**config.mk**
```make
export PLATFORM = sky130hd
export DESIGN_NAME = skip_run_record_encoder_flat
export DESIGN_NICKNAME = d
export VERILOG_FILES = /design/src/rtl/srre_pkg.sv /design/src/rtl/srre_rec_if.sv /design/src/rtl/srre_chunk_if.sv /design/src/rtl/srre_front.sv /design/src/rtl/srre_queue.sv /design/src/rtl/srre_back.sv /design/src/rtl/skip_run_record_encoder.sv /design/src/flat_wrapper.sv
export SDC_FILE = /design/constraint.sdc
export NUM_CORES = 1
export LEC_CHECK = 0
export BUFFER_PORTS_ARGS = -buffer_cell sky130_fd_sc_hd__buf_2
export CAP_MARGIN = 20
export CELL_PAD_IN_SITES_DETAIL_PLACEMENT = 0
export CELL_PAD_IN_SITES_GLOBAL_PLACEMENT = 1
export CORE_ASPECT_RATIO = 0.8
export CORE_MARGIN = 10
export CORE_UTILIZATION = 52
export CTS_BUF_LIST = sky130_fd_sc_hd__clkbuf_4 sky130_fd_sc_hd__clkbuf_8
export DETAILED_ROUTE_END_ITERATION = 10
export PLACE_DENSITY = 0.87
export SLEW_MARGIN = 20
export SYNTH_ARGS = -nofsm -noshare
export SYNTH_HDL_FRONTEND = slang
export SYNTH_SLANG_ARGS = --single-unit
```
**constraint.sdc**
```tcl
create_clock -name i_clk -period 6.1 [get_ports i_clk]
set_input_delay 0.61 -clock i_clk [delete_from_list [all_inputs] [get_ports i_clk]]
set_output_delay 0.61 -clock i_clk [all_outputs]
set_load 0.02 [all_outputs]
```
**src/rtl/srre_pkg.sv**
```systemverilog
// Shared constants, types and codes of the skip-run record encoder.
`default_nettype none
package srre_pkg;

    localparam int OUTCOME_W  = 2;
    localparam int MEX_W      = 5;
    localparam int REM_W      = 8;
    localparam int COUNT_W    = 32;
    localparam int LVL_W      = $clog2(COUNT_W + 1);
    localparam int CHUNK_W    = 33;
    localparam int LEN_W      = 6;
    localparam int BODY_W     = OUTCOME_W + MEX_W + REM_W;
    localparam int CFG_IDX_W  = 1;
    localparam int CFG_DATA_W = 2;
    localparam int QDEPTH     = 2;
    localparam int QPTR_W     = (QDEPTH > 1) ? $clog2(QDEPTH) : 1;
    localparam int QCNT_W     = $clog2(QDEPTH + 1);

    localparam logic [CFG_IDX_W-1:0] CFG_SKIP_MODE = CFG_IDX_W'(0);
    localparam logic [CFG_IDX_W-1:0] CFG_UNDECIDED = CFG_IDX_W'(1);

    typedef struct packed {
        logic               flush;
        logic               flush_end;
        logic               rec;
        logic               last;
        logic [LVL_W-1:0]   k;
        logic [COUNT_W-1:0] rem;
        logic [COUNT_W-1:0] mask;
        logic [BODY_W-1:0]  body;
        logic [LEN_W-1:0]   body_len;
    } t_job;

    typedef enum logic [2:0] {
        PH_PRE = 3'b001,
        PH_SUF = 3'b010,
        PH_REC = 3'b100
    } t_phase;

endpackage
`default_nettype wire

```
**src/rtl/srre_rec_if.sv**
```systemverilog
// Input record channel.
`default_nettype none
interface srre_rec_if;
    logic                           valid;
    logic                           ready;
    logic [srre_pkg::OUTCOME_W-1:0] outcome;
    logic [srre_pkg::MEX_W-1:0]     mex;
    logic [srre_pkg::REM_W-1:0]     remoteness;
    logic                           last_record;

    modport source (output valid, outcome, mex, remoteness, last_record, input ready);
    modport sink   (input valid, outcome, mex, remoteness, last_record, output ready);
endinterface
`default_nettype wire

```
**src/rtl/srre_chunk_if.sv**
```systemverilog
// Output code chunk channel.
`default_nettype none
interface srre_chunk_if;
    logic                         valid;
    logic                         ready;
    logic [srre_pkg::CHUNK_W-1:0] chunk_bits;
    logic [srre_pkg::LEN_W-1:0]   chunk_len;
    logic                         stream_end;

    modport source (output valid, chunk_bits, chunk_len, stream_end, input ready);
    modport sink   (input valid, chunk_bits, chunk_len, stream_end, output ready);
endinterface
`default_nettype wire

```
**src/rtl/srre_front.sv**
```systemverilog
// Front end: configuration, record classification and run tracking.
`default_nettype none
module srre_front (
    input  wire logic                            i_clk,
    input  wire logic                            i_rst_n,
    srre_rec_if.sink                             i_rec,
    input  wire logic                            i_cfg_we,
    input  wire logic [srre_pkg::CFG_IDX_W-1:0]  i_cfg_idx,
    input  wire logic [srre_pkg::CFG_DATA_W-1:0] i_cfg_data,
    input  wire logic                            i_q_full,
    output logic                                 o_push,
    output srre_pkg::t_job                       o_job
);

    logic                           r_skip_mode;
    logic [srre_pkg::OUTCOME_W-1:0] r_undecided;
    logic [srre_pkg::LVL_W-1:0]     r_lvl, n_lvl, inc_lvl;
    logic [srre_pkg::COUNT_W-1:0]   r_rem, n_rem, inc_rem;
    logic [srre_pkg::COUNT_W-1:0]   r_mask, n_mask, inc_mask;
    logic                           fire;
    logic                           is_skip;

    assign i_rec.ready = !i_q_full;
    assign fire        = i_rec.valid && !i_q_full;
    assign is_skip     = r_skip_mode && (i_rec.outcome == r_undecided);

    always_comb begin
        inc_lvl  = r_lvl;
        inc_rem  = r_rem;
        inc_mask = r_mask;
        if (r_lvl != srre_pkg::LVL_W'(srre_pkg::COUNT_W)) begin
            if (r_rem == r_mask) begin
                inc_lvl  = r_lvl + 1'b1;
                inc_rem  = '0;
                inc_mask = {r_mask[srre_pkg::COUNT_W-2:0], 1'b1};
            end else begin
                inc_rem = r_rem + 1'b1;
            end
        end
    end

    always_comb begin
        n_lvl          = r_lvl;
        n_rem          = r_rem;
        n_mask         = r_mask;
        o_push         = 1'b0;
        o_job.flush    = 1'b1;
        o_job.flush_end = 1'b0;
        o_job.rec      = 1'b0;
        o_job.last     = i_rec.last_record;
        o_job.k        = r_lvl;
        o_job.rem      = r_rem;
        o_job.mask     = r_mask;
        o_job.body     = {i_rec.outcome, i_rec.mex, i_rec.remoteness};
        o_job.body_len = r_skip_mode ? srre_pkg::LEN_W'(srre_pkg::BODY_W + 1)
                                     : srre_pkg::LEN_W'(srre_pkg::BODY_W);
        if (fire) begin
            if (is_skip) begin
                if (i_rec.last_record) begin
                    o_push          = 1'b1;
                    o_job.flush_end = 1'b1;
                    o_job.k         = inc_lvl;
                    o_job.rem       = inc_rem;
                    o_job.mask      = inc_mask;
                    n_lvl           = '0;
                    n_rem           = '0;
                    n_mask          = '0;
                end else begin
                    n_lvl  = inc_lvl;
                    n_rem  = inc_rem;
                    n_mask = inc_mask;
                end
            end else begin
                o_push      = 1'b1;
                o_job.flush = (r_lvl != '0);
                o_job.rec   = 1'b1;
                n_lvl       = '0;
                n_rem       = '0;
                n_mask      = '0;
            end
        end
    end

    always_ff @(posedge i_clk) begin
        if (!i_rst_n) begin
            r_skip_mode <= 1'b1;
            r_undecided <= '1;
            r_lvl       <= '0;
            r_rem       <= '0;
            r_mask      <= '0;
        end else begin
            r_lvl  <= n_lvl;
            r_rem  <= n_rem;
            r_mask <= n_mask;
            if (i_cfg_we) begin
                case (i_cfg_idx)
                    srre_pkg::CFG_SKIP_MODE: r_skip_mode <= i_cfg_data[0];
                    srre_pkg::CFG_UNDECIDED: r_undecided <= i_cfg_data[srre_pkg::OUTCOME_W-1:0];
                    default: ;
                endcase
            end
        end
    end

endmodule
`default_nettype wire

```
**src/rtl/srre_queue.sv**
```systemverilog
// Short job queue between front end and back end.
`default_nettype none
module srre_queue (
    input  wire logic                         i_clk,
    input  wire logic                         i_rst_n,
    input  wire logic                         i_push,
    input  wire srre_pkg::t_job               i_job,
    input  wire logic                         i_pop,
    output logic                              o_full,
    output logic                              o_valid,
    output srre_pkg::t_job                    o_head,
    output logic [srre_pkg::QCNT_W-1:0]       o_count
);

    srre_pkg::t_job                r_mem [srre_pkg::QDEPTH];
    logic [srre_pkg::QPTR_W-1:0]   r_wr, r_rd;
    logic [srre_pkg::QCNT_W-1:0]   r_cnt;
    logic                          do_push, do_pop;

    function automatic logic [srre_pkg::QPTR_W-1:0] bump(input logic [srre_pkg::QPTR_W-1:0] p);
        if (p == srre_pkg::QPTR_W'(srre_pkg::QDEPTH - 1)) begin
            return '0;
        end
        return p + 1'b1;
    endfunction

    assign o_full  = (r_cnt == srre_pkg::QCNT_W'(srre_pkg::QDEPTH));
    assign o_valid = (r_cnt != '0);
    assign o_head  = r_mem[r_rd];
    assign o_count = r_cnt;
    assign do_push = i_push && !o_full;
    assign do_pop  = i_pop && o_valid;

    always_ff @(posedge i_clk) begin
        if (do_push) begin
            r_mem[r_wr] <= i_job;
        end
    end

    always_ff @(posedge i_clk) begin
        if (!i_rst_n) begin
            r_wr  <= '0;
            r_rd  <= '0;
            r_cnt <= '0;
        end else begin
            if (do_push) begin
                r_wr <= bump(r_wr);
            end
            if (do_pop) begin
                r_rd <= bump(r_rd);
            end
            case ({do_push, do_pop})
                2'b10:   r_cnt <= r_cnt + 1'b1;
                2'b01:   r_cnt <= r_cnt - 1'b1;
                default: r_cnt <= r_cnt;
            endcase
        end
    end

endmodule
`default_nettype wire

```
**src/rtl/srre_back.sv**
```systemverilog
// Back end: splits each job into prefix, suffix and record beats.
`default_nettype none
module srre_back (
    input  wire logic           i_clk,
    input  wire logic           i_rst_n,
    input  wire logic           i_q_valid,
    input  wire srre_pkg::t_job i_job,
    output logic                o_pop,
    srre_chunk_if.source        o_chunk
);

    srre_pkg::t_phase              r_phase, n_phase, cur, nxt;
    logic                          r_out_valid;
    logic [srre_pkg::CHUNK_W-1:0]  r_bits, beat_bits;
    logic [srre_pkg::LEN_W-1:0]    r_len, beat_len;
    logic                          r_end, beat_end;
    logic                          done;
    logic                          slot_free;
    logic                          take;

    assign slot_free = !r_out_valid || o_chunk.ready;
    assign take      = i_q_valid && slot_free;

    always_comb begin
        cur = r_phase;
        if (r_phase == srre_pkg::PH_PRE && !i_job.flush) begin
            cur = srre_pkg::PH_REC;
        end
        case (cur)
            srre_pkg::PH_PRE: begin
                beat_bits = srre_pkg::CHUNK_W'({i_job.mask, 1'b0});
                beat_len  = srre_pkg::LEN_W'(i_job.k) + srre_pkg::LEN_W'(1);
                beat_end  = 1'b0;
                done      = 1'b0;
                nxt       = srre_pkg::PH_SUF;
            end
            srre_pkg::PH_SUF: begin
                beat_bits = srre_pkg::CHUNK_W'(i_job.rem);
                beat_len  = srre_pkg::LEN_W'(i_job.k);
                beat_end  = i_job.flush_end;
                done      = !i_job.rec;
                nxt       = i_job.rec ? srre_pkg::PH_REC : srre_pkg::PH_PRE;
            end
            srre_pkg::PH_REC: begin
                beat_bits = srre_pkg::CHUNK_W'(i_job.body);
                beat_len  = i_job.body_len;
                beat_end  = i_job.last;
                done      = 1'b1;
                nxt       = srre_pkg::PH_PRE;
            end
            default: begin
                beat_bits = '0;
                beat_len  = '0;
                beat_end  = 1'b0;
                done      = 1'b1;
                nxt       = srre_pkg::PH_PRE;
            end
        endcase
        o_pop   = take && done;
        n_phase = take ? nxt : r_phase;
    end

    always_ff @(posedge i_clk) begin
        if (take) begin
            r_bits <= beat_bits;
            r_len  <= beat_len;
            r_end  <= beat_end;
        end
    end

    always_ff @(posedge i_clk) begin
        if (!i_rst_n) begin
            r_phase     <= srre_pkg::PH_PRE;
            r_out_valid <= 1'b0;
        end else begin
            r_phase <= n_phase;
            if (slot_free) begin
                r_out_valid <= i_q_valid;
            end
        end
    end

    assign o_chunk.valid      = r_out_valid;
    assign o_chunk.chunk_bits = r_bits;
    assign o_chunk.chunk_len  = r_len;
    assign o_chunk.stream_end = r_end;

endmodule
`default_nettype wire

```
**src/rtl/skip_run_record_encoder.sv**
```systemverilog
// Skip-run record encoder top level: front end, job queue and back end.
// A record's first beat passes the job queue and then the back end's output register.
// The input takes one record a cycle while the job queue is not full; each record
// takes 0 to 3 output beats, sent one a cycle while the output is ready.
// Reset: synchronous, active low; clears run count and queue, sets skip mode on and
// the undecided code to 3.
`default_nettype none
module skip_run_record_encoder (
    input  wire logic                            i_clk,
    input  wire logic                            i_rst_n,
    srre_rec_if.sink                             i_rec,
    srre_chunk_if.source                         o_chunk,
    input  wire logic                            i_cfg_we,
    input  wire logic [srre_pkg::CFG_IDX_W-1:0]  i_cfg_idx,
    input  wire logic [srre_pkg::CFG_DATA_W-1:0] i_cfg_data
);

    logic                          push, pop, q_full, q_valid;
    srre_pkg::t_job                push_job, head_job;
    logic [srre_pkg::QCNT_W-1:0]   q_count;

    srre_front u_front (
        .i_clk      (i_clk),
        .i_rst_n    (i_rst_n),
        .i_rec      (i_rec),
        .i_cfg_we   (i_cfg_we),
        .i_cfg_idx  (i_cfg_idx),
        .i_cfg_data (i_cfg_data),
        .i_q_full   (q_full),
        .o_push     (push),
        .o_job      (push_job)
    );

    srre_queue u_queue (
        .i_clk   (i_clk),
        .i_rst_n (i_rst_n),
        .i_push  (push),
        .i_job   (push_job),
        .i_pop   (pop),
        .o_full  (q_full),
        .o_valid (q_valid),
        .o_head  (head_job),
        .o_count (q_count)
    );

    srre_back u_back (
        .i_clk     (i_clk),
        .i_rst_n   (i_rst_n),
        .i_q_valid (q_valid),
        .i_job     (head_job),
        .o_pop     (pop),
        .o_chunk   (o_chunk)
    );

    a_queue_bound: assert property (@(posedge i_clk) disable iff (!i_rst_n)
        q_count <= srre_pkg::QCNT_W'(srre_pkg::QDEPTH))
        else $error("job queue count out of range");

    a_pop_valid: assert property (@(posedge i_clk) disable iff (!i_rst_n)
        pop |-> q_valid)
        else $error("pop from empty job queue");

    a_push_room: assert property (@(posedge i_clk) disable iff (!i_rst_n)
        push |-> !q_full)
        else $error("push into full job queue");

    a_beat_len: assert property (@(posedge i_clk) disable iff (!i_rst_n)
        o_chunk.valid |-> (o_chunk.chunk_len != '0))
        else $error("empty chunk on output");

endmodule
`default_nettype wire

```
**src/flat_wrapper.sv**
```systemverilog
// flat-port wrapper written by rule: the top's interface ports become plain ports
module skip_run_record_encoder_flat 
  (i_clk, i_rst_n, i_cfg_we, i_cfg_idx, i_cfg_data, i_rec_valid, i_rec_outcome, i_rec_mex, i_rec_remoteness, i_rec_last_record, i_rec_ready, o_chunk_valid, o_chunk_chunk_bits, o_chunk_chunk_len, o_chunk_stream_end, o_chunk_ready);
  srre_rec_if i_rec_i ();
  srre_chunk_if o_chunk_i ();
  input  wire logic i_clk;
  input  wire logic i_rst_n;
  input  wire logic i_cfg_we;
  input  wire logic [srre_pkg::CFG_IDX_W-1:0] i_cfg_idx;
  input  wire logic [srre_pkg::CFG_DATA_W-1:0] i_cfg_data;
  input wire logic [$bits(i_rec_i.valid)-1:0] i_rec_valid;
  input wire logic [$bits(i_rec_i.outcome)-1:0] i_rec_outcome;
  input wire logic [$bits(i_rec_i.mex)-1:0] i_rec_mex;
  input wire logic [$bits(i_rec_i.remoteness)-1:0] i_rec_remoteness;
  input wire logic [$bits(i_rec_i.last_record)-1:0] i_rec_last_record;
  output wire logic [$bits(i_rec_i.ready)-1:0] i_rec_ready;
  output wire logic [$bits(o_chunk_i.valid)-1:0] o_chunk_valid;
  output wire logic [$bits(o_chunk_i.chunk_bits)-1:0] o_chunk_chunk_bits;
  output wire logic [$bits(o_chunk_i.chunk_len)-1:0] o_chunk_chunk_len;
  output wire logic [$bits(o_chunk_i.stream_end)-1:0] o_chunk_stream_end;
  input wire logic [$bits(o_chunk_i.ready)-1:0] o_chunk_ready;
  assign i_rec_i.valid = i_rec_valid;
  assign i_rec_i.outcome = i_rec_outcome;
  assign i_rec_i.mex = i_rec_mex;
  assign i_rec_i.remoteness = i_rec_remoteness;
  assign i_rec_i.last_record = i_rec_last_record;
  assign i_rec_ready = i_rec_i.ready;
  assign o_chunk_valid = o_chunk_i.valid;
  assign o_chunk_chunk_bits = o_chunk_i.chunk_bits;
  assign o_chunk_chunk_len = o_chunk_i.chunk_len;
  assign o_chunk_stream_end = o_chunk_i.stream_end;
  assign o_chunk_i.ready = o_chunk_ready;
  skip_run_record_encoder u_core (.i_clk(i_clk), .i_rst_n(i_rst_n), .i_rec(i_rec_i), .o_chunk(o_chunk_i), .i_cfg_we(i_cfg_we), .i_cfg_idx(i_cfg_idx), .i_cfg_data(i_cfg_data));
endmodule
```
==> impl_results.html, run 1 <==
<table>
<tr><th>Metric</th><th>Value</th></tr>
<tr><th colspan="2">Outcome</th></tr>
<tr><td>Status</td><td>complete, no violations</td></tr>
<tr><th colspan="2">Floorplan</th></tr>
<tr><td>Starting utilization of the core area</td><td>52.9%</td></tr>
<tr><td>Number of placement rows</td><td>52</td></tr>
<tr><td>Floorplan die width</td><td>200 microns</td></tr>
<tr><td>Count of pins on the block boundary</td><td>66</td></tr>
<tr><td>Core area</td><td>25,400 sq um</td></tr>
<tr><td>Full die area</td><td>32,700 sq um</td></tr>
<tr><td>Vertical die dimension</td><td>164 microns</td></tr>
<tr><th colspan="2">Timing</th></tr>
<tr><td>Hold Fails Final Rpt</td><td>0</td></tr>
<tr><td>Count of endpoints failing setup in the final report</td><td>0</td></tr>
<tr><td>Smallest setup slack after layout</td><td>2790 ps</td></tr>
<tr><td>Clock Skew</td><td>13.8 ps</td></tr>
<tr><td>Slew HR</td><td>24.2%</td></tr>
<tr><td>Min Tclk post-route</td><td>3310 ps</td></tr>
<tr><td>Pins over their slew limit</td><td>0</td></tr>
<tr><td>Transition at the pin with the smallest max-transition slack</td><td>1140 ps</td></tr>
<tr><td>Peak Freq</td><td>302 MHz</td></tr>
<tr><td>Final worst-path cycle share</td><td>54.3%</td></tr>
<tr><td>Unrepaired setup endpoints after global routing</td><td>false</td></tr>
<tr><td>Sum of negative setup slack</td><td>0 ps</td></tr>
<tr><th colspan="2">Logic synthesis</th></tr>
<tr><td>Number of library cell types mapped by synthesis</td><td>73</td></tr>
<tr><td>Post-synthesis sequential area ratio</td><td>61.9%</td></tr>
<tr><td>Gate Count Post-Synth</td><td>1,080</td></tr>
<tr><td>Area of the mapped netlist</td><td>13,400 sq um</td></tr>
<tr><td>Total number of yosys warnings</td><td>0</td></tr>
<tr><td>Predominant post-synthesis flop cell</td><td>edfxtp_1</td></tr>
<tr><td>Flop and latch count out of synthesis</td><td>304</td></tr>
<tr><td>Nets in the synthesized netlist</td><td>1,109</td></tr>
<tr><td>Async set or reset register ratio after synthesis</td><td>0%</td></tr>
<tr><td>Number of enable flip-flop cells after synthesis</td><td>222</td></tr>
<tr><td>Average instance area after synthesis</td><td>12.4 sq um</td></tr>
<tr><th colspan="2">Final layout</th></tr>
<tr><td>Antenna Diode Count</td><td>0</td></tr>
<tr><td>Area growth syn-to-layout</td><td>11.8%</td></tr>
<tr><td>Commonest non-fill, non-tap cells in the layout</td><td>edfxtp_1 (222), nand2_1 (92), dfxtp_1 (81)</td></tr>
<tr><td>Ratio of cells with drive above 1 in the final layout</td><td>17.9%</td></tr>
<tr><td>Most common cell after layout, fill and taps aside</td><td>edfxtp_1</td></tr>
<tr><td>Number of non-filler instances in the completed layout</td><td>1,500</td></tr>
<tr><td>Post-route core utilization</td><td>59.1%</td></tr>
<tr><td>Number of nets at the end of the flow</td><td>1,165</td></tr>
<tr><th colspan="2">Min path</th></tr>
<tr><td>Hold Path Sink</td><td>u_core.u_queue.r_mem[1][11]$_DFFE_PP_</td></tr>
<tr><td>Path type of the worst min-delay path</td><td>input pin to flip-flop</td></tr>
<tr><td>Depth of the worst hold-timing path</td><td>1</td></tr>
<tr><td>Launch instance of the worst min-delay path</td><td>i_rec_remoteness[6]</td></tr>
<tr><th colspan="2">Critical path</th></tr>
<tr><td>Data arrival time of the critical path</td><td>3780 ps</td></tr>
<tr><td>Register-to-register path setup slack</td><td>2790 ps</td></tr>
<tr><td>Critical path data required time</td><td>6560 ps</td></tr>
<tr><td>Kind of critical path</td><td>flip-flop to flip-flop</td></tr>
<tr><td>Biggest fanout along the worst timing path</td><td>33</td></tr>
<tr><td>Start of the worst register-to-register path</td><td>u_core.u_front.r_rem[23]$_SDFFE_PN0P_</td></tr>
<tr><td>Kind of launch point of the worst setup path</td><td>flip-flop</td></tr>
<tr><td>Cells on worst reg2reg path</td><td>6</td></tr>
<tr><td>Capture point of the worst reg-to-reg path</td><td>u_core.u_front.r_mask[28]$_SDFFE_PN0P_</td></tr>
<tr><td>Setup crit end kind</td><td>flip-flop</td></tr>
<tr><th colspan="2">Placement</th></tr>
<tr><td>Placed cells</td><td>1,410</td></tr>
<tr><td>Place WS</td><td>2480 ps</td></tr>
<tr><td>Final GP Congestion</td><td>0.915</td></tr>
<tr><td>Count of buffers inserted at the top-level ports</td><td>65</td></tr>
<tr><td>Post-DP HPWL</td><td>22,400 microns</td></tr>
<tr><th colspan="2">Clock network</th></tr>
<tr><td>Number of buffers on the longest clock path</td><td>3</td></tr>
<tr><td>TritonCTS Sinks</td><td>304</td></tr>
<tr><td>CTS Root Cell</td><td>clkbuf_8</td></tr>
<tr><td>CTS Buf Count</td><td>48</td></tr>
<tr><td>Post-CTS setup buffer count</td><td>0</td></tr>
<tr><td>Clock tree from TritonCTS</td><td>yes</td></tr>
<tr><td>Htree depth</td><td>2</td></tr>
<tr><td>Clock latency at the later pin of the worst-skew pair</td><td>570 ps</td></tr>
<tr><td>Worst-path clk slew</td><td>60 ps</td></tr>
<tr><td>Hold buffers post-CTS</td><td>0</td></tr>
<tr><td>Number of gates resized after cts</td><td>0</td></tr>
<tr><th colspan="2">Detailed routing</th></tr>
<tr><td>Count of routing violations after the opening detailed-route iteration</td><td>1,363</td></tr>
<tr><td>Post-route antenna net violation count</td><td>0</td></tr>
<tr><td>DRC violation count after routing</td><td>0</td></tr>
<tr><td>DR pass1 iterations</td><td>8</td></tr>
<tr><td>Average wire per standard cell</td><td>22.3 microns</td></tr>
<tr><td>Vias after detailed routing</td><td>9,172</td></tr>
<tr><td>Via-to-Cell Ratio</td><td>6.11</td></tr>
<tr><td>Routed Wire Length</td><td>33,400 microns</td></tr>
<tr><th colspan="2">Power and ir drop</th></tr>
<tr><td>Power density normalized to cell area</td><td>397 nW/um^2</td></tr>
<tr><td>Worst ir drop on vdd</td><td>0.205 mV</td></tr>
<tr><td>Standby leakage power</td><td>5.19 nW</td></tr>
<tr><th colspan="2">GRT</th></tr>
<tr><td>Pin count of the biggest net entering global routing</td><td>62</td></tr>
<tr><td>GRT Resource Usage Total</td><td>20.1%</td></tr>
<tr><td>Total congestion overflow after global routing</td><td>0</td></tr>
<tr><td>Initial antenna violation count</td><td>1</td></tr>
<tr><td>Global-route wire length before repair</td><td>50,700 microns</td></tr>
<tr><td>Vias in the first global route</td><td>8,646</td></tr>
<tr><th colspan="2">Run</th></tr>
<tr><td>Max Cap Violations</td><td>0</td></tr>
</table>
where the power goes:
group | leakage [nW] | internal, mW | switching (mW) | total [mW]
Sequential | 2.77 | 2.68 | 0.116 | 2.80
Clock | 0.558 | 1.02 | 0.785 | 1.80
Combinational | 1.86 | 0.412 | 0.947 | 1.36
per-layer routing:
| layer | up-vias | GRT usage (%) | routed length [microns] |
|---|---|---|---|
| met5 | - | 0 | 0 |
| met4 | 0 | 5.63 | 524 |
| met3 | 38 | 5.06 | 3680 |
| met2 | 438 | 28.5 | 14100 |
| met1 | 4445 | 29.9 | 15100 |
| li1 | 4251 | - | - |
cell families after synthesis:
logic type,Yosys count,share of synthesized area (%)
xor+xnor,46,3.17
compound gates,237,11.7
fa+ha+maj,5,0.466
flops,304,61.9
mux,100,7.80
simple gates,282,11.5
buf+inv,106,3.44
layout make-up:
| cell class | count | area (sq um) |
|---|---|---|
| Fill cell | 1972 | 10400 |
| Sequential cell | 304 | 8310 |
| Multi-Input combinational cell | 670 | 4700 |
| Clock buffer | 77 | 935 |
| Timing Repair Buffer | 78 | 423 |
| Tap cell | 324 | 405 |
| Inverter | 34 | 128 |
| Clock inverter | 13 | 97.6 |
critical path, stage by stage, from the launching register on:
cell and delay [ps]:
dfxtp_1 570, xnor2_1 210, nand4_2 200, nor4_4 610, and3_1 690, nand2_2 590
o22ai_1 320
synthesized netlist by cell type (all sizes together) (36+ instances only):
cell    instances  share of area (%)
o22ai          57                2.7
nor2           55                1.6
a21oi          43                1.6
nand2          93                2.6
mux2i          64                4.8
xnor2          42                2.9
buf            46                1.8
o21ai          46                1.7
dfxtp          82                 12
edfxtp        222                 50
mux2           36                3.0
worst max path at each step:
| stage | from | endpoint | slack (ps) | cells after the start |
|---|---|---|---|---|
| 3_5_place_dp | i_rec_outcome[1] | u_core.u_queue.r_mem[0][39]$_DFFE_PP_ | 2480 | 7 |
| 5_1_grt | u_core.u_queue.o_count[0]$_SDFFE_PN0P_ | u_core.u_queue.r_mem[1][40]$_DFFE_PP_ | 2570 | 6 |
| 6_report | u_core.u_front.r_rem[23]$_SDFFE_PN0P_ | u_core.u_front.r_mask[28]$_SDFFE_PN0P_ | 2790 | 6 |
| 3_3_place_gp | i_rec_outcome[0] | u_core.u_queue.r_mem[0][51]$_DFFE_PP_ | 2570 | 7 |
| 2_1_floorplan | u_core.u_queue.o_count[0]$_SDFFE_PN0P_ | u_core.u_queue.r_mem[0][10]$_DFFE_PP_ | 670 | 5 |
| 4_1_cts | u_core.u_queue.o_count[0]$_SDFFE_PN0P_ | u_core.u_queue.r_mem[0][39]$_DFFE_PP_ | 2820 | 6 |
stage by stage:
step,power (mW),cell area (sq um),hold WS (ps)
after floorplan,3.75,13400,459
after global placement,4.16,14000,480
after detailed placement,4.20,14000,485
after CTS,6.00,15000,200
after global routing,6.22,15000,199
final,5.96,15000,228
sequential cells by signal (all words and copies together) (netlist names), named ones only:
name,flops
u_core.u_front.r_skip_mode,1
u_core.u_front.r_undecided,2
u_core.u_back.o_chunk.chunk_len,6
u_core.u_back.o_chunk.stream_end,1
u_core.u_queue.r_mem,182
u_core.u_back.o_chunk.chunk_bits,33
u_core.u_front.r_rem,32
u_core.u_front.r_mask,32
u_core.u_queue.o_count,2
u_core.u_back.o_chunk.valid,1
u_core.u_queue.r_wr,1
u_core.u_front.r_lvl,6
u_core.u_back.r_phase,3
u_core.u_queue.r_rd,1
Power figures use the tool's default switching activity.
==> run 2: changes to the inputs <==
--- a/config.mk
+++ b/config.mk
@@ -11,10 +11,10 @@
 export CELL_PAD_IN_SITES_GLOBAL_PLACEMENT = 1
 export CORE_ASPECT_RATIO = 0.8
 export CORE_MARGIN = 10
-export CORE_UTILIZATION = 52
+export CORE_UTILIZATION = 47
 export CTS_BUF_LIST = sky130_fd_sc_hd__clkbuf_4 sky130_fd_sc_hd__clkbuf_8
 export DETAILED_ROUTE_END_ITERATION = 10
-export PLACE_DENSITY = 0.87
+export PLACE_DENSITY = 0.83
 export SLEW_MARGIN = 20
 export SYNTH_ARGS = -nofsm -noshare
 export SYNTH_HDL_FRONTEND = slang
==> constraint.sdc (replaced) <==
create_clock -name i_clk -period 2.8 [get_ports i_clk]
set_input_delay 0.28 -clock i_clk [delete_from_list [all_inputs] [get_ports i_clk]]
set_output_delay 0.28 -clock i_clk [all_outputs]
set_load 0.02 [all_outputs]
==> impl_results.html, run 2 (same netlist as run 1, synthesis figures left out) <==
<table>
<tr><th>Metric</th><th>Value</th></tr>
<tr><th colspan="2">Final layout</th></tr>
<tr><td>Most common cell after layout, fill and taps aside</td><td>edfxtp_1</td></tr>
<tr><td>Fin area</td><td>15,800 sq um (+5.4%)</td></tr>
<tr><td>Ratio of cells with drive above 1 in the final layout</td><td>21.4% (+3.5 points)</td></tr>
<tr><td>Number of nets at the end of the flow</td><td>1,232 (+5.8%)</td></tr>
<tr><td>Commonest non-fill, non-tap cells in the layout</td><td>edfxtp_1 (222), nand2_1 (90), dfxtp_1 (81)</td></tr>
<tr><td>Number of flip-flops under the largest register name</td><td>182 (unchanged)</td></tr>
<tr><td>Post-route core utilization</td><td>56.0% (-3.1 points)</td></tr>
<tr><td>Reg with most FFs</td><td>u_core.u_queue.r_mem</td></tr>
<tr><td>Antenna Diode Count</td><td>0 (unchanged)</td></tr>
<tr><td>Area growth syn-to-layout</td><td>17.8%</td></tr>
<tr><th colspan="2">Clock network</th></tr>
<tr><td>CTS Root Cell</td><td>clkbuf_8</td></tr>
<tr><td>TritonCTS Sinks</td><td>304 (unchanged)</td></tr>
<tr><td>CTS Buf Count</td><td>49 (+2.1%)</td></tr>
<tr><td>Clock tree from TritonCTS</td><td>yes</td></tr>
<tr><td>Clock latency at the later pin of the worst-skew pair</td><td>600 ps (+30 ps)</td></tr>
<tr><td>Number of buffers on the longest clock path</td><td>3 (unchanged)</td></tr>
<tr><td>Worst-path clk slew</td><td>70 ps (about the same)</td></tr>
<tr><td>Htree depth</td><td>2 (unchanged)</td></tr>
<tr><td>Post-CTS setup buffer count</td><td>0 (unchanged)</td></tr>
<tr><th colspan="2">Floorplan</th></tr>
<tr><td>Full die area</td><td>35,700 sq um (+9.4%)</td></tr>
<tr><td>Count of pins on the block boundary</td><td>66 (unchanged)</td></tr>
<tr><td>Core area</td><td>28,200 sq um (+11%)</td></tr>
<tr><td>Number of placement rows</td><td>55 (+5.8%)</td></tr>
<tr><td>Floorplan die width</td><td>209 microns (+4.7%)</td></tr>
<tr><td>Starting utilization of the core area</td><td>47.5% (-5.3 points)</td></tr>
<tr><td>Vertical die dimension</td><td>171 microns (+4.5%)</td></tr>
<tr><th colspan="2">Critical path</th></tr>
<tr><td>Series of cell instances along the critical path</td><td>xnor2_1 -&gt; nand4_1 -&gt; nor4_4 -&gt; nand2_1 -&gt; buf_4 -&gt; nor3_1 -&gt; xnor2_1</td></tr>
<tr><td>Crit path buf inv count</td><td>1 (+1)</td></tr>
<tr><td>Kind of launch point of the worst setup path</td><td>flip-flop</td></tr>
<tr><td>Biggest fanout along the worst timing path</td><td>11 (-67%)</td></tr>
<tr><td>Largest stage delay on the critical path</td><td>520 ps (-170 ps)</td></tr>
<tr><td>Kind of critical path</td><td>flip-flop to flip-flop</td></tr>
<tr><td>Data arrival time of the critical path</td><td>2980 ps (-800 ps)</td></tr>
<tr><td>Critical path's most frequent cell</td><td>xnor2_1</td></tr>
<tr><td>Start of the worst register-to-register path</td><td>u_core.u_front.r_rem[10]$_SDFFE_PN0P_</td></tr>
<tr><td>Gate family responsible for the most delay along the worst path</td><td>simple AND/OR/NAND/NOR gates</td></tr>
<tr><td>Setup crit end kind</td><td>flip-flop</td></tr>
<tr><td>Capture point of the worst reg-to-reg path</td><td>u_core.u_queue.r_mem[1][88]$_DFFE_PP_</td></tr>
<tr><td>Critical path data required time</td><td>3140 ps (-3420 ps)</td></tr>
<tr><td>Cell depth of the worst setup path</td><td>7 (+1)</td></tr>
<tr><td>Register-to-register path setup slack</td><td>160 ps (-2630 ps)</td></tr>
<tr><td>Slowest cell on the critical path</td><td>dfxtp_1</td></tr>
<tr><td>Cells on worst reg2reg path</td><td>7 (+1)</td></tr>
<tr><th colspan="2">Detailed routing</th></tr>
<tr><td>DR pass1 iterations</td><td>5 (-3)</td></tr>
<tr><td>Via-to-Cell Ratio</td><td>5.89 (-3.7%)</td></tr>
<tr><td>Count of routing violations after the opening detailed-route iteration</td><td>1,053 (-23%)</td></tr>
<tr><td>Vias after detailed routing</td><td>9,504 (+3.6%)</td></tr>
<tr><td>Routed Wire Length</td><td>34,700 microns (+3.9%)</td></tr>
<tr><td>DRC violation count after routing</td><td>0 (unchanged)</td></tr>
<tr><td>Post-route antenna net violation count</td><td>0 (unchanged)</td></tr>
<tr><td>Average wire per standard cell</td><td>21.5 microns (-3.5%)</td></tr>
<tr><th colspan="2">Timing</th></tr>
<tr><td>Transition at the pin with the smallest max-transition slack</td><td>665 ps (-472 ps)</td></tr>
<tr><td>Slew HR</td><td>55.5% (+31 points)</td></tr>
<tr><td>Final worst-path cycle share</td><td>94.3% (+40 points)</td></tr>
<tr><td>Clock Skew</td><td>41.2 ps (+27.4 ps)</td></tr>
<tr><td>Smallest setup slack after layout</td><td>158 ps (-2630 ps)</td></tr>
<tr><td>Hold Fails Final Rpt</td><td>0 (unchanged)</td></tr>
<tr><td>Unrepaired setup endpoints after global routing</td><td>false</td></tr>
<tr><td>Peak Freq</td><td>379 MHz (+25%)</td></tr>
<tr><td>Sum of negative setup slack</td><td>0 ps (unchanged)</td></tr>
<tr><td>Min Tclk post-route</td><td>2640 ps (-670 ps)</td></tr>
<tr><td>Count of endpoints failing setup in the final report</td><td>0 (unchanged)</td></tr>
<tr><td>Pins over their slew limit</td><td>0 (unchanged)</td></tr>
<tr><th colspan="2">Min path</th></tr>
<tr><td>Path type of the worst min-delay path</td><td>input pin to flip-flop</td></tr>
<tr><td>Hold Path Sink</td><td>u_core.u_front.r_rem[18]$_SDFFE_PN0P_</td></tr>
<tr><td>Depth of the worst hold-timing path</td><td>3 (+2)</td></tr>
<tr><td>Launch instance of the worst min-delay path</td><td>i_rst_n</td></tr>
<tr><th colspan="2">GRT</th></tr>
<tr><td>Pin count of the biggest net entering global routing</td><td>62 (unchanged)</td></tr>
<tr><td>Initial antenna violation count</td><td>0 (-1)</td></tr>
<tr><td>Global-route wire length before repair</td><td>53,200 microns (+5.0%)</td></tr>
<tr><td>Total congestion overflow after global routing</td><td>0 (unchanged)</td></tr>
<tr><td>GRT Resource Usage Total</td><td>18.9% (-1.2 points)</td></tr>
<tr><td>Vias in the first global route</td><td>9,065 (+4.8%)</td></tr>
<tr><th colspan="2">Placement</th></tr>
<tr><td>Post-DP HPWL</td><td>23,800 microns (+6.5%)</td></tr>
<tr><td>Place WS</td><td>63.2 ps (-2420 ps)</td></tr>
<tr><td>Count of buffers inserted at the top-level ports</td><td>65 (unchanged)</td></tr>
<tr><td>Post-DP Area</td><td>14,500 sq um (+3.7%)</td></tr>
<tr><td>Final GP Congestion</td><td>0.945 (+3.3%)</td></tr>
<tr><th colspan="2">Power and ir drop</th></tr>
<tr><td>Power density normalized to cell area</td><td>848 nW/um^2 (+110%)</td></tr>
<tr><td>Standby leakage power</td><td>5.57 nW (+7.2%)</td></tr>
<tr><td>Worst ir drop on vdd</td><td>0.583 mV (+180%)</td></tr>
<tr><td>Total power</td><td>13.4 mW (+120%)</td></tr>
<tr><th colspan="2">Outcome</th></tr>
<tr><td>Status</td><td>complete, no violations</td></tr>
<tr><th colspan="2">Run</th></tr>
<tr><td>Max Cap Violations</td><td>0 (unchanged)</td></tr>
</table>
## run 2: changes by cell type in the layout (fill, tap and decap cells not counted), moves of 2 or more
cell	previous run	this run
clkbuf_4	20	24
clkinv_2	6	3
nand2_1	92	90
nand2_2	1	3
buf_4	13	51
buf_12	0	8
clkinvlp_4	0	2
dlygate4sd3_1	0	20
clkinv_1	5	2
## run 2: final cells by class
class,instances,area (sq um)
clock buffers,82,978
inverters,34,128
well taps,370,463
repair buffers,144,1070
clock inverters,10,121
flip-flops and latches,304,8310
fillers,2251,12400
multi-input cells,670,4730
## run 2: how the worst max path moves through the flow
stage / startpoint / endpoint / slack (ps)
CTS: u_core.u_front.r_rem[17]$_SDFFE_PN0P_ / u_core.u_queue.r_mem[1][68]$_DFFE_PP_ / 40
global route: u_core.u_front.r_rem[10]$_SDFFE_PN0P_ / u_core.u_front.r_lvl[5]$_SDFFE_PN0P_ / 20
global placement: u_core.u_front.r_rem[17]$_SDFFE_PN0P_ / u_core.u_queue.r_mem[1][68]$_DFFE_PP_ / 70
finish: u_core.u_front.r_rem[10]$_SDFFE_PN0P_ / u_core.u_queue.r_mem[1][88]$_DFFE_PP_ / 160
detailed placement: u_core.u_front.r_rem[17]$_SDFFE_PN0P_ / u_core.u_queue.r_mem[1][68]$_DFFE_PP_ / 60
floorplan: u_core.u_queue.o_count[0]$_SDFFE_PN0P_ / u_core.u_queue.r_mem[0][10]$_DFFE_PP_ / 30
## run 2: power by group
group	switching (mW)	total, mW	leakage, nW	internal [mW]
sequential	0.242	6.07	2.77	5.83
clock	1.78	4.18	0.583	2.41
combinational	2.12	3.15	2.21	1.03
total	4.14	13.4	5.57	9.27
## run 2: worst register-to-register path: stages, from the launching register on
cell and delay, ps:
dfxtp_1 520, xnor2_1 220, nand4_1 290, nor4_4 440
nand2_1 270, buf_4 240, nor3_1 170, xnor2_1 250
## run 2: metrics by stage
| step | cells | hold WS, ps |
|---|---|---|
| after floorplan | 1080 | 379 |
| after global placement | 1502 | 469 |
| after detailed placement | 1502 | 472 |
| after CTS | 1614 | 3.30 |
| after global routing | 1614 | 6.73 |
| final | 1614 | 18.0 |
## run 2: per-layer routing
metal  vias up  track usage, %  routed length, microns
met5         -               0                       0
met2       444            28.9                   15400
met4         0            6.90                     942
li1       4381               -                       -
met1      4618            26.4                   15500
met3        61            3.63                    2930
## run 2: what timing repair did
item	4_1_cts	5_1_grt
hold buffers	20	0
hold endpoints to repair	35	0
resized for setup	0	6
endpoints found under the setup margin	0	57
==> run 3: changes to the inputs <==
--- a/config.mk
+++ b/config.mk
@@ -11,11 +11,12 @@
 export CELL_PAD_IN_SITES_GLOBAL_PLACEMENT = 1
 export CORE_ASPECT_RATIO = 0.8
 export CORE_MARGIN = 10
-export CORE_UTILIZATION = 47
+export CORE_UTILIZATION = 48
 export CTS_BUF_LIST = sky130_fd_sc_hd__clkbuf_4 sky130_fd_sc_hd__clkbuf_8
 export DETAILED_ROUTE_END_ITERATION = 10
-export PLACE_DENSITY = 0.83
+export PLACE_DENSITY = 0.84
 export SLEW_MARGIN = 20
 export SYNTH_ARGS = -nofsm -noshare
 export SYNTH_HDL_FRONTEND = slang
+export SYNTH_HIERARCHICAL = 1
 export SYNTH_SLANG_ARGS = --single-unit
==> constraint.sdc (replaced) <==
create_clock -name i_clk -period 2.8 [get_ports i_clk]
set_input_delay 0.28 -clock i_clk [delete_from_list [all_inputs] [get_ports i_clk]]
set_output_delay 0.28 -clock i_clk [all_outputs]
set_load 0.01 [all_outputs]
==> impl_results.html, run 3 <==
<table>
<tr><th>Metric</th><th>Value</th></tr>
<tr><th colspan="2">Outcome</th></tr>
<tr><td>Status</td><td>complete, no violations</td></tr>
<tr><th colspan="2">Logic synthesis</th></tr>
<tr><td>Leading cell types by total area after synthesis</td><td>edfxtp_1 (49%), dfxtp_1 (12%), mux2_2 (8.7%)</td></tr>
<tr><td>Yosys top cell area share</td><td>48.8% (-0.95 points)</td></tr>
<tr><td>Async set or reset register ratio after synthesis</td><td>0% (unchanged)</td></tr>
<tr><td>Gate Count Post-Synth</td><td>1,119 (+3.6%)</td></tr>
<tr><td>Cell taking the most area after synthesis</td><td>edfxtp_1</td></tr>
<tr><td>Most numerous cell in the Yosys netlist</td><td>edfxtp_1</td></tr>
<tr><td>Commonest cells post-synth</td><td>edfxtp_1 (230), mux2_2 (110), nand2_1 (90)</td></tr>
<tr><td>Number of enable flip-flop cells after synthesis</td><td>230 (+3.6%)</td></tr>
<tr><td>Predominant post-synthesis flop cell</td><td>edfxtp_1</td></tr>
<tr><td>Average instance area after synthesis</td><td>12.7 sq um (+1.9%)</td></tr>
<tr><td>Nets in the synthesized netlist</td><td>1,148 (+3.5%)</td></tr>
<tr><td>Area of the mapped netlist</td><td>14,200 sq um (+5.6%)</td></tr>
<tr><td>Post-synthesis sequential area ratio</td><td>60.3% (-1.6 points)</td></tr>
<tr><td>Number of library cell types mapped by synthesis</td><td>73 (unchanged)</td></tr>
<tr><td>Flop and latch count out of synthesis</td><td>312 (+2.6%)</td></tr>
<tr><td>Total number of yosys warnings</td><td>6 (+6)</td></tr>
<tr><th colspan="2">Timing</th></tr>
<tr><td>Unrepaired setup endpoints after global routing</td><td>false</td></tr>
<tr><td>Slew HR</td><td>53.9% (-1.6 points)</td></tr>
<tr><td>Min Tclk post-route</td><td>2690 ps (+45.6 ps)</td></tr>
<tr><td>Clock Skew</td><td>18.1 ps (-23.2 ps)</td></tr>
<tr><td>Final worst-path cycle share</td><td>96.0% (+1.6 points)</td></tr>
<tr><td>Transition at the pin with the smallest max-transition slack</td><td>685 ps (+19.3 ps)</td></tr>
<tr><td>Pins over their slew limit</td><td>0 (unchanged)</td></tr>
<tr><td>Peak Freq</td><td>372 MHz (-1.7%)</td></tr>
<tr><td>Worst-case hold slack</td><td>150 ps (+132 ps)</td></tr>
<tr><td>Count of endpoints failing setup in the final report</td><td>0 (unchanged)</td></tr>
<tr><td>Hold Fails Final Rpt</td><td>0 (unchanged)</td></tr>
<tr><td>Sum of negative setup slack</td><td>0 ps (unchanged)</td></tr>
<tr><th colspan="2">Power and ir drop</th></tr>
<tr><td>Clock share of power</td><td>29.1% (-2.1 points)</td></tr>
<tr><td>Standby leakage power</td><td>5.80 nW (+4.2%)</td></tr>
<tr><td>Worst ir drop on vdd</td><td>0.446 mV (-23%)</td></tr>
<tr><td>Internal power consumption</td><td>9.46 mW (+2.1%)</td></tr>
<tr><td>Power density normalized to cell area</td><td>822 nW/um^2 (-3.1%)</td></tr>
<tr><td>Comb power frac</td><td>24.2% (+0.7 points)</td></tr>
<tr><td>P_sw</td><td>3.92 mW (-5.3%)</td></tr>
<tr><td>Total power</td><td>13.4 mW (-0.17%)</td></tr>
<tr><td>Net Sw Frac</td><td>29.3% (-1.6 points)</td></tr>
<tr><td>Share of power burned in registers</td><td>46.7% (+1.4 points)</td></tr>
<tr><th colspan="2">Floorplan</th></tr>
<tr><td>Core area</td><td>29,200 sq um (+3.6%)</td></tr>
<tr><td>Full die area</td><td>36,800 sq um (+3.1%)</td></tr>
<tr><td>Floorplan die width</td><td>212 microns (+1.5%)</td></tr>
<tr><td>Number of placement rows</td><td>56 (+1.8%)</td></tr>
<tr><td>Starting utilization of the core area</td><td>48.5% (+0.95 points)</td></tr>
<tr><td>Count of pins on the block boundary</td><td>66 (unchanged)</td></tr>
<tr><td>Vertical die dimension</td><td>174 microns (+1.5%)</td></tr>
<tr><th colspan="2">Clock network</th></tr>
<tr><td>Htree depth</td><td>2 (unchanged)</td></tr>
<tr><td>Number of buffers on the longest clock path</td><td>3 (unchanged)</td></tr>
<tr><td>Worst-path clk slew</td><td>60 ps (about the same)</td></tr>
<tr><td>Number of gates resized after cts</td><td>0 (unchanged)</td></tr>
<tr><td>CTS Buf Count</td><td>50 (+2.0%)</td></tr>
<tr><td>Clock latency at the later pin of the worst-skew pair</td><td>570 ps (-30 ps)</td></tr>
<tr><td>Hold buffers post-CTS</td><td>22 (+10%)</td></tr>
<tr><td>TritonCTS Sinks</td><td>312 (+2.6%)</td></tr>
<tr><td>CTS Root Cell</td><td>clkbuf_8</td></tr>
<tr><td>Clock tree from TritonCTS</td><td>yes</td></tr>
<tr><td>Post-CTS setup buffer count</td><td>0 (unchanged)</td></tr>
<tr><th colspan="2">Placement</th></tr>
<tr><td>Post-DP HPWL</td><td>22,500 microns (-5.5%)</td></tr>
<tr><td>Final GP Congestion</td><td>0.876 (-7.2%)</td></tr>
<tr><td>Post-DP Area</td><td>15,000 sq um (+3.9%)</td></tr>
<tr><td>Count of buffers inserted at the top-level ports</td><td>65 (unchanged)</td></tr>
<tr><th colspan="2">Detailed routing</th></tr>
<tr><td>Count of routing violations after the opening detailed-route iteration</td><td>889 (-16%)</td></tr>
<tr><td>Routed Wire Length</td><td>34,200 microns (-1.6%)</td></tr>
<tr><td>DR pass1 iterations</td><td>5 (unchanged)</td></tr>
<tr><td>Average wire per standard cell</td><td>20.7 microns (-3.6%)</td></tr>
<tr><td>Via-to-Cell Ratio</td><td>5.77 (-2.1%)</td></tr>
<tr><td>Post-route antenna net violation count</td><td>0 (unchanged)</td></tr>
<tr><td>DRC violation count after routing</td><td>0 (unchanged)</td></tr>
<tr><td>Vias after detailed routing</td><td>9,505 (+0.011%)</td></tr>
<tr><th colspan="2">Critical path</th></tr>
<tr><td>Kind of critical path</td><td>flip-flop to flip-flop</td></tr>
<tr><td>Critical path data required time</td><td>3070 ps (-70 ps)</td></tr>
<tr><td>Setup crit end kind</td><td>flip-flop</td></tr>
<tr><td>Kind of launch point of the worst setup path</td><td>flip-flop</td></tr>
<tr><td>Data arrival time of the critical path</td><td>2960 ps (-20 ps)</td></tr>
<tr><td>Biggest fanout along the worst timing path</td><td>21 (+10)</td></tr>
<tr><th colspan="2">GRT</th></tr>
<tr><td>Global-route wire length before repair</td><td>53,200 microns (about the same)</td></tr>
<tr><td>Vias in the first global route</td><td>9,292 (+2.5%)</td></tr>
<tr><td>Pin count of the biggest net entering global routing</td><td>66 (+6.5%)</td></tr>
<tr><td>Initial antenna violation count</td><td>0 (unchanged)</td></tr>
<tr><td>Total congestion overflow after global routing</td><td>0 (unchanged)</td></tr>
<tr><td>GRT Resource Usage Total</td><td>18.3% (-0.67 points)</td></tr>
<tr><th colspan="2">Final layout</th></tr>
<tr><td>Most common cell after layout, fill and taps aside</td><td>edfxtp_1</td></tr>
<tr><td>Post-route core utilization</td><td>55.7% (-0.31 points)</td></tr>
<tr><td>Antenna Diode Count</td><td>0 (unchanged)</td></tr>
<tr><td>Area growth syn-to-layout</td><td>14.9%</td></tr>
<tr><td>Number of flip-flops under the largest register name</td><td>190 (+4.4%)</td></tr>
<tr><td>Number of nets at the end of the flow</td><td>1,258 (+2.1%)</td></tr>
<tr><td>Fin area</td><td>16,300 sq um (+3.0%)</td></tr>
<tr><td>Ratio of cells with drive above 1 in the final layout</td><td>27.4% (+6.0 points)</td></tr>
<tr><td>Reg with most FFs</td><td>u_core/u_queue/r_mem</td></tr>
<tr><td>Commonest non-fill, non-tap cells in the layout</td><td>edfxtp_1 (230), mux2_2 (110), nand2_1 (89)</td></tr>
<tr><th colspan="2">Min path</th></tr>
<tr><td>Path type of the worst min-delay path</td><td>input pin to flip-flop</td></tr>
<tr><th colspan="2">Run</th></tr>
<tr><td>Max Cap Violations</td><td>0 (unchanged)</td></tr>
</table>
run 3: cell count changes after synthesis, moves of 11 or more:
cell	previous run	this run
o22ai_1	57	42
buf_2	36	25
mux2i_1	64	8
buf_4	3	28
nand3_1	28	45
a22o_1	9	35
a222oi_1	24	0
a21o_1	9	20
nor2_1	54	20
a21oi_1	42	55
o21ai_0	41	26
mux2_2	9	110
run 3: critical path: stages, from the launching register on:
cell     delay [ps]
dfxtp_1         340
inv_1           120
ha_1            180
nor4b_4         390
nand2_1         320
nand3_2         220
buf_12          180
a21oi_1          80
o21ai_0         560
run 3: cell type report:
type	count	area (sq um)
Fill cell	2320	12900
Tap cell	377	472
Multi-Input combinational cell	678	4970
Clock buffer	74	918
Timing Repair Buffer	149	1120
Clock inverter	20	96.3
Sequential cell	312	8550
Inverter	38	146
run 3: final timing paths:
path                                             start                                        to  cells past startpoint  slack, ps
hold / removal                           o_chunk_ready  u_core/u_back/o_chunk.valid$_SDFFE_PN0N_                      3        150
hold reg to reg       u_core/u_queue/r_wr$_SDFFE_PN0N_          u_core/u_queue/r_wr$_SDFFE_PN0N_                      2        500
setup reg to reg  u_core/u_front/r_lvl[0]$_SDFFE_PN0P_     u_core/u_queue/r_mem[0][67]$_DFFE_PP_                      8        110
setup / recovery  u_core/u_front/r_lvl[0]$_SDFFE_PN0P_     u_core/u_queue/r_mem[0][67]$_DFFE_PP_                      8        110
run 3: through the flow:
step | setup WS, ps | cells
floorplan | 20.8 | 1119
global placement | 215 | 1532
detailed placement | 232 | 1532
CTS | 217 | 1648
global route | 27.4 | 1648
finish | 113 | 1648
run 3: power groups by stage:
| stage | Combinational (mW) | Clock (mW) | Sequential, mW |
|---|---|---|---|
| 2_1_floorplan | 1.93 | 0 | 6.51 |
| 3_3_place_gp | 3.14 | 0 | 6.31 |
| 3_5_place_dp | 3.21 | 0 | 6.36 |
| 4_1_cts | 3.25 | 3.95 | 6.26 |
| 5_1_grt | 3.47 | 4.14 | 6.34 |
| 6_report | 3.23 | 3.89 | 6.26 |
run 3: cells by family after synthesis:
kind of cell               Yosys count  share of synthesized area, %
DFF                                312                          60.3
buffers and inverters              129                          4.86
other                                1                        0.0265
adders and majority gates            5                         0.442
AOI/OAI and AO/OA                  244                          11.6
muxes                              136                          10.7
xor gates and xnor gates            41                          2.53
and+or+nand+nor                    251                          9.50
run 3: per-layer routing:
metal  part of all wire (%)  track usage, %
met5                      0               0
met4                    2.2            6.10
met3                    7.7            3.92
met2                     44            26.7
met1                     46            26.3
